==> config.mk <==
export PLATFORM = sky130hd
export DESIGN_NAME = hang_metric_threshold_monitor_top
export DESIGN_NICKNAME = d
export VERILOG_FILES = /design/src/rtl/core/hmtm_pkg.sv /design/src/rtl/core/hmtm_core.sv /design/src/rtl/core/hmtm_out_fifo.sv /design/src/rtl/core/hang_metric_threshold_monitor_top.sv
export VERILOG_INCLUDE_DIRS = /design/src /design/src/rtl/core
export SDC_FILE = /design/constraint.sdc
export NUM_CORES = 1
export LEC_CHECK = 0
export ABC_AREA = 1
export BUFFER_PORTS_ARGS = -buffer_cell sky130_fd_sc_hd__buf_2
export CAP_MARGIN = 20
export CORE_ASPECT_RATIO = 2
export CORE_MARGIN = 2
export CORE_UTILIZATION = 30
export DETAILED_ROUTE_END_ITERATION = 16
export GPL_ROUTABILITY_DRIVEN = 0
export SLEW_MARGIN = 20
export SYNTH_ARGS = -nofsm -noshare
export SYNTH_HDL_FRONTEND = slang
export SYNTH_SLANG_ARGS = --single-unit
==> constraint.sdc <==
create_clock -name clk -period 6.4 [get_ports clk]
set_clock_uncertainty 0.1 [all_clocks]
set_input_delay 0.32 -clock clk [delete_from_list [all_inputs] [get_ports clk]]
set_output_delay 0.32 -clock clk [all_outputs]
set_load 0.02 [all_outputs]
==> src/rtl/core/hang_metric_threshold_monitor_top_macros.svh <==
`ifndef HANG_METRIC_THRESHOLD_MONITOR_TOP_MACROS_SVH
`define HANG_METRIC_THRESHOLD_MONITOR_TOP_MACROS_SVH

// Same-cycle implication, sampled on clk, off during reset.
`define HMTM_ASSERT_SAME(label, ante, cons) \
    label: assert property (@(posedge clk) disable iff (!rst_n) (ante) |-> (cons)) \
        else $error("hmtm check failed");

// Next-cycle implication, sampled on clk, off during reset.
`define HMTM_ASSERT_NEXT(label, ante, cons) \
    label: assert property (@(posedge clk) disable iff (!rst_n) (ante) |=> (cons)) \
        else $error("hmtm check failed");

`endif

==> src/rtl/core/hmtm_pkg.sv <==
`default_nettype none

package hmtm_pkg;

    localparam int MAX_CPUS = 64;
    localparam int POS_W    = (MAX_CPUS > 1) ? $clog2(MAX_CPUS) : 1;

    localparam int FIFO_DEPTH = 4;
    localparam int FIFO_AW    = $clog2(FIFO_DEPTH);
    localparam int FIFO_CW    = $clog2(FIFO_DEPTH + 1);

    localparam logic CMD_CPU = 1'b0;
    localparam logic CMD_SYS = 1'b1;

    localparam logic [1:0] CODE_NONE = 2'd0;
    localparam logic [1:0] CODE_CPU  = 2'd1;
    localparam logic [1:0] CODE_MEM  = 2'd2;
    localparam logic [1:0] CODE_PROC = 2'd3;

    localparam logic [2:0] REG_SYS_LIMIT     = 3'd0;
    localparam logic [2:0] REG_USR_LIMIT     = 3'd1;
    localparam logic [2:0] REG_IOWAIT_LIMIT  = 3'd2;
    localparam logic [2:0] REG_MEMFREE_LIMIT = 3'd3;
    localparam logic [2:0] REG_RUN_LIMIT     = 3'd4;
    localparam logic [2:0] REG_CS_LIMIT      = 3'd5;
    localparam logic [2:0] REG_CPU_PERSIST   = 3'd6;
    localparam logic [2:0] REG_MEM_PERSIST   = 3'd7;

    localparam logic [6:0]  RST_SYS_LIMIT     = 7'd50;
    localparam logic [6:0]  RST_USR_LIMIT     = 7'd4;
    localparam logic [6:0]  RST_IOWAIT_LIMIT  = 7'd50;
    localparam logic [23:0] RST_MEMFREE_LIMIT = 24'd30720;
    localparam logic [15:0] RST_RUN_LIMIT     = 16'd4;
    localparam logic [23:0] RST_CS_LIMIT      = 24'd25;
    localparam logic [2:0]  RST_CPU_PERSIST   = 3'd2;
    localparam logic [2:0]  RST_MEM_PERSIST   = 3'd2;

    localparam logic [2:0] STREAK_MAX = 3'd7;

    typedef struct packed {
        logic        command;
        logic [6:0]  cpu_sys;
        logic [6:0]  cpu_usr;
        logic [6:0]  cpu_iowait;
        logic [23:0] mem_free;
        logic [15:0] run_queue;
        logic [23:0] context_switches;
    } hmtm_in_t;

    typedef struct packed {
        logic [1:0] code;
        logic [5:0] cpu_index;
        logic       last;
    } hmtm_out_t;

    typedef struct packed {
        logic [6:0]  sys_limit;
        logic [6:0]  usr_limit;
        logic [6:0]  iowait_limit;
        logic [23:0] memfree_limit;
        logic [15:0] run_limit;
        logic [23:0] cs_limit;
        logic [2:0]  cpu_persist;
        logic [2:0]  mem_persist;
    } hmtm_cfg_t;

    // Results of one record, n of them (0..2), r0 first.
    typedef struct packed {
        logic [1:0] n;
        hmtm_out_t  r0;
        hmtm_out_t  r1;
    } hmtm_push_t;

endpackage

`default_nettype wire

==> src/rtl/core/hmtm_core.sv <==
`default_nettype none

module hmtm_core
    import hmtm_pkg::*;
(
    input  wire logic       clk,
    input  wire logic       rst_n,
    input  wire logic       in_valid,
    output logic            in_stall,
    input  wire hmtm_in_t   in_data,
    input  wire hmtm_cfg_t  cfg,
    input  wire logic       room,
    output hmtm_push_t      push
);

    logic       item_valid_reg, item_valid_next;
    hmtm_in_t   item_reg;
    logic [2:0] cpu_streak_reg, cpu_streak_next;
    logic [2:0] mem_streak_reg, mem_streak_next;
    logic       suspect_seen_reg, suspect_seen_next;
    logic       reported_reg, reported_next;
    logic [POS_W-1:0] pos_reg, pos_next;

    logic proc, accept;
    logic suspect, streak_hit, iow_hit, cpu_emit;
    logic mem_low, mem_emit, proc_emit, none_emit;
    hmtm_out_t cpu_res, mem_res, proc_res, none_res;

    assign proc     = item_valid_reg && room;
    assign in_stall = item_valid_reg && !room;
    assign accept   = in_valid && !in_stall;

    always_comb
    begin
        suspect    = (item_reg.cpu_sys > cfg.sys_limit) && (item_reg.cpu_usr < cfg.usr_limit);
        streak_hit = cpu_streak_reg >= cfg.cpu_persist;
        iow_hit    = item_reg.cpu_iowait > cfg.iowait_limit;
        cpu_emit   = (suspect && streak_hit) || (!reported_reg && iow_hit);

        mem_low   = item_reg.mem_free < cfg.memfree_limit;
        mem_emit  = mem_low && (mem_streak_reg >= cfg.mem_persist);
        proc_emit = (item_reg.run_queue > cfg.run_limit)
                    || (item_reg.context_switches < cfg.cs_limit);
        none_emit = !(reported_reg || mem_emit || proc_emit);

        cpu_res  = '{code: CODE_CPU,  cpu_index: 6'(pos_reg), last: 1'b1};
        mem_res  = '{code: CODE_MEM,  cpu_index: 6'd0, last: 1'b1};
        proc_res = '{code: CODE_PROC, cpu_index: 6'd0, last: 1'b1};
        none_res = '{code: CODE_NONE, cpu_index: 6'd0, last: 1'b1};

        item_valid_next   = accept ? 1'b1 : (proc ? 1'b0 : item_valid_reg);
        cpu_streak_next   = cpu_streak_reg;
        mem_streak_next   = mem_streak_reg;
        suspect_seen_next = suspect_seen_reg;
        reported_next     = reported_reg;
        pos_next          = pos_reg;

        push    = '0;
        push.r0 = cpu_res;
        push.r1 = proc_res;

        if (proc)
        begin
            if (item_reg.command == CMD_CPU)
            begin
                if (suspect && !streak_hit)
                    suspect_seen_next = 1'b1;
                if (cpu_emit)
                begin
                    reported_next = 1'b1;
                    push.n        = 2'd1;
                end
                if (pos_reg < POS_W'(MAX_CPUS - 1))
                    pos_next = pos_reg + 1'b1;
            end
            else
            begin
                if (suspect_seen_reg)
                    cpu_streak_next = (cpu_streak_reg < STREAK_MAX)
                                      ? cpu_streak_reg + 3'd1 : cpu_streak_reg;
                else
                    cpu_streak_next = 3'd0;

                if (!mem_low)
                    mem_streak_next = 3'd0;
                else if (!mem_emit && (mem_streak_reg < STREAK_MAX))
                    mem_streak_next = mem_streak_reg + 3'd1;

                if (mem_emit && proc_emit)
                begin
                    push.n         = 2'd2;
                    push.r0        = mem_res;
                    push.r0.last   = 1'b0;
                    push.r1        = proc_res;
                end
                else
                begin
                    push.n  = 2'd1;
                    push.r0 = mem_emit ? mem_res : (proc_emit ? proc_res : none_res);
                    if (!mem_emit && !proc_emit && !none_emit)
                        push.n = 2'd0;
                end

                suspect_seen_next = 1'b0;
                reported_next     = 1'b0;
                pos_next          = '0;
            end
        end
    end

    always_ff @(posedge clk or negedge rst_n)
    begin
        if (!rst_n)
        begin
            item_valid_reg   <= 1'b0;
            cpu_streak_reg   <= 3'd0;
            mem_streak_reg   <= 3'd0;
            suspect_seen_reg <= 1'b0;
            reported_reg     <= 1'b0;
            pos_reg          <= '0;
        end
        else
        begin
            item_valid_reg   <= item_valid_next;
            cpu_streak_reg   <= cpu_streak_next;
            mem_streak_reg   <= mem_streak_next;
            suspect_seen_reg <= suspect_seen_next;
            reported_reg     <= reported_next;
            pos_reg          <= pos_next;
        end
    end

    always_ff @(posedge clk)
    begin
        if (accept)
            item_reg <= in_data;
    end

endmodule

`default_nettype wire

==> src/rtl/core/hmtm_out_fifo.sv <==
`default_nettype none

module hmtm_out_fifo
    import hmtm_pkg::*;
(
    input  wire logic        clk,
    input  wire logic        rst_n,
    input  wire hmtm_push_t  push,
    output logic             room,
    output logic             out_valid,
    input  wire logic        out_stall,
    output hmtm_out_t        out_data
);

    hmtm_out_t mem_reg [FIFO_DEPTH];
    logic [FIFO_AW-1:0] wr_ptr_reg, wr_ptr_next;
    logic [FIFO_AW-1:0] rd_ptr_reg, rd_ptr_next;
    logic [FIFO_CW-1:0] count_reg, count_next;
    logic               pop;
    logic [FIFO_AW-1:0] wr_ptr_p1;

    assign room      = count_reg <= FIFO_CW'(FIFO_DEPTH - 2);
    assign out_valid = count_reg != '0;
    assign out_data  = mem_reg[rd_ptr_reg];
    assign pop       = out_valid && !out_stall;
    assign wr_ptr_p1 = wr_ptr_reg + 1'b1;

    always_comb
    begin
        wr_ptr_next = wr_ptr_reg + FIFO_AW'(push.n);
        rd_ptr_next = pop ? rd_ptr_reg + 1'b1 : rd_ptr_reg;
        count_next  = count_reg + FIFO_CW'(push.n) - FIFO_CW'(pop);
    end

    always_ff @(posedge clk or negedge rst_n)
    begin
        if (!rst_n)
        begin
            wr_ptr_reg <= '0;
            rd_ptr_reg <= '0;
            count_reg  <= '0;
        end
        else
        begin
            wr_ptr_reg <= wr_ptr_next;
            rd_ptr_reg <= rd_ptr_next;
            count_reg  <= count_next;
        end
    end

    always_ff @(posedge clk)
    begin
        if (push.n != 2'd0)
            mem_reg[wr_ptr_reg] <= push.r0;
        if (push.n == 2'd2)
            mem_reg[wr_ptr_p1] <= push.r1;
    end

endmodule

`default_nettype wire

==> src/rtl/core/hang_metric_threshold_monitor_top.sv <==
// Hang metric threshold monitor.
// Input channel (in_valid/in_stall/in_data): one beat per record, CPU records
// of a snapshot first, then one system record that closes it.
// Output channel (out_valid/out_stall/out_data): result beats; last marks the
// final result of a record. CPU records give 0 or 1 beat, system records 0 to 2.
// Config channel (cfg_valid/cfg_ready/cfg_index/cfg_data): always ready; write
// only while no record is in flight.
// A record is registered in the core on acceptance and evaluated from that
// register into a 4-entry result queue, from which its beats are read.
// Throughput: one record per cycle, bounded by the output side at one beat per
// cycle; a held record stalls the input while the queue has under two free slots.
// A stalled output holds its beat; the queue keeps absorbing until it runs short.
// Reset clears streaks, snapshot state and the queue and loads the default
// thresholds.
`default_nettype none

module hang_metric_threshold_monitor_top
    import hmtm_pkg::*;
(
    input  wire logic        clk,
    input  wire logic        rst_n,
    input  wire logic        in_valid,
    output logic             in_stall,
    input  wire hmtm_in_t    in_data,
    output logic             out_valid,
    input  wire logic        out_stall,
    output hmtm_out_t        out_data,
    input  wire logic        cfg_valid,
    output logic             cfg_ready,
    input  wire logic [2:0]  cfg_index,
    input  wire logic [23:0] cfg_data
);

`include "hang_metric_threshold_monitor_top_macros.svh"

    hmtm_cfg_t  cfg_reg, cfg_next;
    hmtm_push_t push;
    logic       room;

    assign cfg_ready = 1'b1;

    always_comb
    begin
        cfg_next = cfg_reg;
        if (cfg_valid && cfg_ready)
        begin
            case (cfg_index)
                REG_SYS_LIMIT:     cfg_next.sys_limit     = cfg_data[6:0];
                REG_USR_LIMIT:     cfg_next.usr_limit     = cfg_data[6:0];
                REG_IOWAIT_LIMIT:  cfg_next.iowait_limit  = cfg_data[6:0];
                REG_MEMFREE_LIMIT: cfg_next.memfree_limit = cfg_data[23:0];
                REG_RUN_LIMIT:     cfg_next.run_limit     = cfg_data[15:0];
                REG_CS_LIMIT:      cfg_next.cs_limit      = cfg_data[23:0];
                REG_CPU_PERSIST:   cfg_next.cpu_persist   = cfg_data[2:0];
                REG_MEM_PERSIST:   cfg_next.mem_persist   = cfg_data[2:0];
                default:           cfg_next = cfg_reg;
            endcase
        end
    end

    always_ff @(posedge clk or negedge rst_n)
    begin
        if (!rst_n)
        begin
            cfg_reg.sys_limit     <= RST_SYS_LIMIT;
            cfg_reg.usr_limit     <= RST_USR_LIMIT;
            cfg_reg.iowait_limit  <= RST_IOWAIT_LIMIT;
            cfg_reg.memfree_limit <= RST_MEMFREE_LIMIT;
            cfg_reg.run_limit     <= RST_RUN_LIMIT;
            cfg_reg.cs_limit      <= RST_CS_LIMIT;
            cfg_reg.cpu_persist   <= RST_CPU_PERSIST;
            cfg_reg.mem_persist   <= RST_MEM_PERSIST;
        end
        else
        begin
            cfg_reg <= cfg_next;
        end
    end

    hmtm_core u_core (
        .clk      (clk),
        .rst_n    (rst_n),
        .in_valid (in_valid),
        .in_stall (in_stall),
        .in_data  (in_data),
        .cfg      (cfg_reg),
        .room     (room),
        .push     (push)
    );

    hmtm_out_fifo u_fifo (
        .clk       (clk),
        .rst_n     (rst_n),
        .push      (push),
        .room      (room),
        .out_valid (out_valid),
        .out_stall (out_stall),
        .out_data  (out_data)
    );

    `HMTM_ASSERT_SAME(a_pair_order, push.n == 2'd2,
        !push.r0.last && push.r1.last && push.r0.code == CODE_MEM && push.r1.code == CODE_PROC)
    `HMTM_ASSERT_SAME(a_single_last, push.n == 2'd1, push.r0.last)
    `HMTM_ASSERT_SAME(a_index_only_cpu, out_valid && out_data.code != CODE_CPU,
        out_data.cpu_index == 6'd0)
    `HMTM_ASSERT_SAME(a_stall_no_push, in_stall, push.n == 2'd0)

endmodule

`default_nettype wire

======== Word level (Yosys, flattened, before mapping) ========
Memory sizes are Yosys's and may differ from the RTL's.
Index checks and enable logic that the tools add are counted.
word-level totals
  memories ................................ 1
  RAM bits ................................ 36
  input bits .............................. 118
  output and inout bits ................... 12
  register bits ........................... 199
  word-level logic and storage cells ...... 123
operators by class
  magnitude comparators ................... 12
  mux-type cells .......................... 24
  add/sub/neg operators ................... 8
  equality and inequality tests ........... 10
  reductions and logical operators ........ 44
memory list
  name            words  bits a word  rd ports  clocked after memory_dff  wr ports  RTL line             RTL
  u_fifo.mem_reg  4      9            1         0                         2         hmtm_out_fifo.sv:15  hmtm_out_t mem_reg [FIFO_DEPTH];
operator list
  operator                                       count
  < comparator 24 bit                            2
  AND reduction 2 bit                            11
  2-to-1 mux 20 bit                              1
  2-to-1 mux 18 bit                              1
  2-to-1 mux 9 bit                               2
  greater-than comparator 16 bit                 1
  greater-than comparator 7 bit                  2
  logical AND 1 bit                              13
  == test 3 bit, second input constant           4
  2-to-1 mux 1 bit                               12
  2-to-1 mux 3 bit                               4
  2-to-1 mux 6 bit                               2
  2-to-1 mux 11 bit                              1
  nonzero test 2 bit                             5
  zero test 1 bit                                7
  < comparator 7 bit                             1
  adder 3 x 1 -> 3 bit, second input constant    2
  adder 6 x 1 -> 6 bit, second input constant    1
  == test 3 x 2 -> 1 bit, second input constant  2
  greater-or-equal comparator 3 bit              2
  < comparator 3 bit, second input constant      2
  < comparator 6 bit, second input constant      1
  AND reduction 3 bit                            2
  adder 2 x 1 -> 2 bit, second input constant    2
  11 further kinds                               15

======== Longest topological paths before layout ========
  depth after elaboration ................. 12
  mapped depth ............................ 20
  gate-level depth less buffers ........... 20

======== Hierarchy ========
Synthesis repeated with hierarchy kept, for this count alone.
unflattened totals
  cell total of the unflattened synthesis .. 1,316
  area, all modules ....................... 11,907.7 µm²
by module, submodules not included
  module                             instances  seq. area each (µm²)  area each (µm²)  cells an instance
  hmtm_core                          1          2,957.8               5,940.7          608
  hang_metric_threshold_monitor_top  1          2,298.5               3,607.2          411
  hmtm_out_fifo                      1          1,256.2               2,359.8          297

======== Worst setup path before layout ========
OpenSTA, ideal clock, no wires.
  path kind ............................... reg-to-reg
  start ................................... register u_fifo.count_reg[1]
  end ..................................... register u_core.item_reg[0] (netlist bit) (enable)
  arrival time ............................ 4.286 ns
  period minus slack after synthesis ...... 4.917 ns
  slack ................................... 1.483 ns
  cell stages (with the launch flop) ...... 4
  required time ........................... 5.769 ns
  buffers on the path ..................... 0
  library setup time ...................... 0.531 ns
  cell sequence ........................... dfrtp_1 > a21oi_2 > nor2_1 > nor2_1
on the way
  word-level cells in the longest chain between the ends .. 5
ends and longest elaborated chain
  what                                     RTL line                                 RTL
  start, declared                          hmtm_out_fifo.sv:18                      logic [FIFO_CW-1:0] count_reg, count_next;
  start signal, assigned                   hmtm_out_fifo.sv:47                      count_reg <= count_next;
  less-or-equal comparator 3 x 2 -> 1 bit  hmtm_out_fifo.sv:22                      assign room = count_reg <= FIFO_CW'(FIFO_DEPTH - 2);
  zero test 1 bit                          hmtm_core.sv:30                          assign in_stall = item_valid_reg && !room;
  logical AND 1 bit                        hmtm_core.sv:30
  named net in_stall                       hang_metric_threshold_monitor_top.sv:23  output logic in_stall,
  zero test 1 bit                          hmtm_core.sv:31                          assign accept = in_valid && !in_stall;
  logical AND 1 bit                        hmtm_core.sv:31
  named net u_core.accept                  hmtm_core.sv:24                          logic proc, accept;
  end signal, assigned                     hmtm_core.sv:136                         item_reg <= in_data;
  end, declared                            hmtm_core.sv:17                          hmtm_in_t item_reg;
The timed path passes the listed nets, and every way through them passes these cells.
A chain may end at the register's enable or synchronous reset.

======== Worst setup path after layout ========
  start ................................... register cfg_reg[57] (netlist bit)
  end ..................................... register u_fifo.count_reg[2]
on the way
  word-level cells in the longest chain between the ends .. 11
  elaborated cells between the ends (all ways) .. 14
  those cells by class .................... add/sub (2); order compare (1); mux (4); reduce/logical (7)
ends and longest elaborated chain
  what                                                   RTL line                                 RTL
  start, declared                                        hang_metric_threshold_monitor_top.sv:36  hmtm_cfg_t cfg_reg, cfg_next;
  start signal, assigned                                 hang_metric_threshold_monitor_top.sv:76  cfg_reg <= cfg_next;
  < comparator 24 bit (*)                                hmtm_core.sv:40                          mem_low = item_reg.mem_free < cfg.memfree_limit;
  logical AND 1 bit (*)                                  hmtm_core.sv:41                          mem_emit = mem_low && (mem_streak_reg >= cfg.mem_persist);
  zero test 1 bit or logical OR 1 bit (tied branches)    hmtm_core.sv:100, hmtm_core.sv:44
  logical AND 1 bit or logical OR 1 bit (tied branches)  hmtm_core.sv:100, hmtm_core.sv:44
  logical AND 1 bit                                      hmtm_core.sv:100                         if (!mem_emit && !proc_emit && !none_emit)
  2-to-1 mux 1 bit                                       hmtm_core.sv:100
  2-to-1 mux 11 bit (*)                                  hmtm_core.sv:89                          if (mem_emit && proc_emit)
  2-to-1 mux 2 bit (*)                                   hmtm_core.sv:64                          if (item_reg.command == CMD_CPU)
  2-to-1 mux 20 bit (*)                                  hmtm_core.sv:62                          if (proc)
  adder 3 x 2 -> 3 bit (*)                               hmtm_out_fifo.sv:32                      count_next = count_reg + FIFO_CW'(push.n) - FIFO_CW'(pop);
  subtractor 3 x 1 -> 3 bit (*)                          hmtm_out_fifo.sv:32
  named net u_fifo.count_next[2]                         hmtm_out_fifo.sv:18
Mark *: on every way through the listed nets, which the timed path passes. The rest lies on a longest branch.

==> results.tsv <==
metric	value	unit
run_status	finished, final reports clean	
die_y	277	µm
rsz0062_at_grt	false	
worstSkewPairLatency	550	ps
grt_use_total	0.139	
ys_async_sr_fraction	0.481	
layout_common_cells	nand2_1, inv_1, buf_2	
start_util	0.303	
post_drt_wl_per_cell	13.7	µm
fp.dieW	140	µm
cp_slowest_cell	dfstp_2	
overflow	0	
cts_buffers	25	
path_cells	inv_1 -> ha_1 -> a21oi_1 -> nand2_1 -> nand2_1 -> nand2_1 -> nor2_1 -> nand3_2 -> inv_1 -> nand2_1 -> nor2_4 -> inv_1 -> ha_1 -> inv_1 -> fa_1 -> xnor2_1	
worst_setup_path_end_kind	register	
largest_reg_flops	91	
drt.antenna.violating_nets	0	
dieArea	38900	µm²
fin_area	14300	µm²
area_growth	27.6	%
syn-mean-instance-area	9.25	µm²
final_nets	1653	
synthCells	1207	
cts_max_path_buffers	3	
cts-root-buf	clkbuf_16	
core	36900	µm²
drc_errors	0	
crit_cells	16	
synth.cell_area	11200	µm²
ys_ff_latch	235	
hp-start	out_stall	
crit_required	6720	ps
fmax	319	MHz
ff2ff_path_depth	16	
grtUsageMet1	0.179	
final_layout_size_suffix_gt1_frac	0.144	
ir_drop	0.231	mV
worst_slew_pin_slew	1050	ps
critPathTopFamily	adder cells	
r2r_slack	3270	ps
wirelength	26300	µm
hold_viol	0	
vias	8507	
cts.repair.resized	0	
io_pins	130	
drtPass1Iterations	5	
slew_headroom	0.297	
min_path_cells	4	
seq_area_frac_synth	0.551	
port_buffers	128	
syn-num-nets	1421	
reg2reg_to	u_fifo.count_reg[2]	
grt_pass1_wl	43400	µm
busiest_layer	met2	
yosys.area.top_type	edfxtp_1	
final_common_cell	nand2_1	
ys_warn_count	0	
finalMaxSlewViolations	0	
r2r-start	cfg_reg[57]	
startpoint_type	register	
max_stage_delay	530	ps
leakagePower	6.87	nW
fin_tns_setup	0	ps
hold_path_class	in2reg	
synthFlopType	dfrtp_1	
grt_antenna_before_repair	5	
first_iter_violations	446	
path_clk_slew	70	ps
synth_cell_type_count	38	
synth_edf_count	86	
grt_pass1_vias	8629	
min_to	u_fifo.rd_ptr_reg[1]	
post-cts-setup-buffers	0	
cts.sinks	235	
dp_hpwl	17800	µm
h-tree-depth	1	
rows	100	
path_max_fanout	6	
placed_cells	1770	
maxCapViolCount	0	
viasPerCell	4.43	
utilization	0.386	
setup.worst_path.class	reg2reg	
arrival	3460	ps
use_met3	0.0218	
use_met2	0.235	
synth_area_leaders	edfxtp_1, dfrtp_1, ha_1, nand2_1, dfxtp_1	
fin_crit	3130	ps
power_density	391	nW/µm²
final_cells	1922	
grt_start_max_net_pins	77	
cts_tree	done	
crit_start	cfg_reg[57]	
critical_path_buf_inv_count	4	
finalSetupViolCount	0	
synth_top_area_frac	0.231	
fin_crit_sh	0.489	
dpl-instance-area	12300	µm²
worst register-to-register path: stages (launching register included):
cell and delay (ps):
dfstp_2 530, inv_1 40, ha_1 310, a21oi_1 150, nand2_1 80, nand2_1 60
nand2_1 40, nor2_1 160, nand3_2 150, inv_1 110, nand2_1 100, nor2_4 160
inv_1 120, ha_1 290, inv_1 50, fa_1 430, xnor2_1 130
Yosys cell counts, types with 8 or more instances:
library cell  instances
ha_1                 95
dfxtp_1              36
dfstp_2              17
inv_1               186
edfxtp_1             86
nor3_1               10
a21oi_1              57
clkbuf_1             23
nand3_1              55
o21ai_0             118
dfrtp_1              96
nor2_1               88
nand2_1             281
o22ai_1               8
routing by layer:
layer,share of wire,up-vias
met3,0.049,40
met1,0.45,3886
li1,-,4394
met2,0.47,187
met5,0,-
met4,0.028,0
per-stage QoR:
step	hold WS, ps	setup slack, ps	power [W]
final	14.4	3270	0.00557
after global routing	38.6	2980	0.00601
after CTS	6.06	3210	0.00565
after detailed placement	306	3260	0.00397
after global placement	306	3270	0.00392
after floorplan	-75.6	1480	0.00349
final cells by class:
cell class | instances | area [µm²]
inverters | 190 | 713
clock inverters | 14 | 206
clock buffers | 32 | 714
fillers | 3633 | 22700
diodes | 5 | 12.5
flip-flops and latches | 235 | 6150
repair buffers | 235 | 1700
well taps | 459 | 574
multi-input cells | 752 | 4180
what timing repair did:
| action | in CTS | in global routing |
|---|---|---|
| hold endpoints to repair | 151 | 0 |
| endpoints found under the setup margin | 0 | 0 |
| hold buffers | 101 | 0 |
how the worst max path moves through the flow:
stage / slack (ps) / endpoint
2_1_floorplan: 1480 / u_core.item_reg[0]
5_1_grt: 2980 / u_fifo.count_reg[2]
3_3_place_gp: 3270 / u_fifo.count_reg[2]
6_report: 3270 / u_fifo.count_reg[2]
4_1_cts: 3210 / u_fifo.count_reg[2]
3_5_place_dp: 3260 / u_fifo.count_reg[2]
where the power goes:
part           internal [W]  switching [W]
logic              0.000637        0.00106
registers           0.00203       0.000232
clock network      0.000964       0.000640
kinds of logic (layout without fill, tap and decap cells):
family          after synthesis  in the layout  share of synthesized area
simple gates                449            449                      0.163
xor+xnor                      8              8                    0.00627
compound gates              198            198                     0.0956
fa+ha+maj                    96             96                      0.108
flops                       235            235                      0.551
buf+inv                     220            471                     0.0755
other cells                   1              6                   0.000336
(Power assumes the default switching activity.)
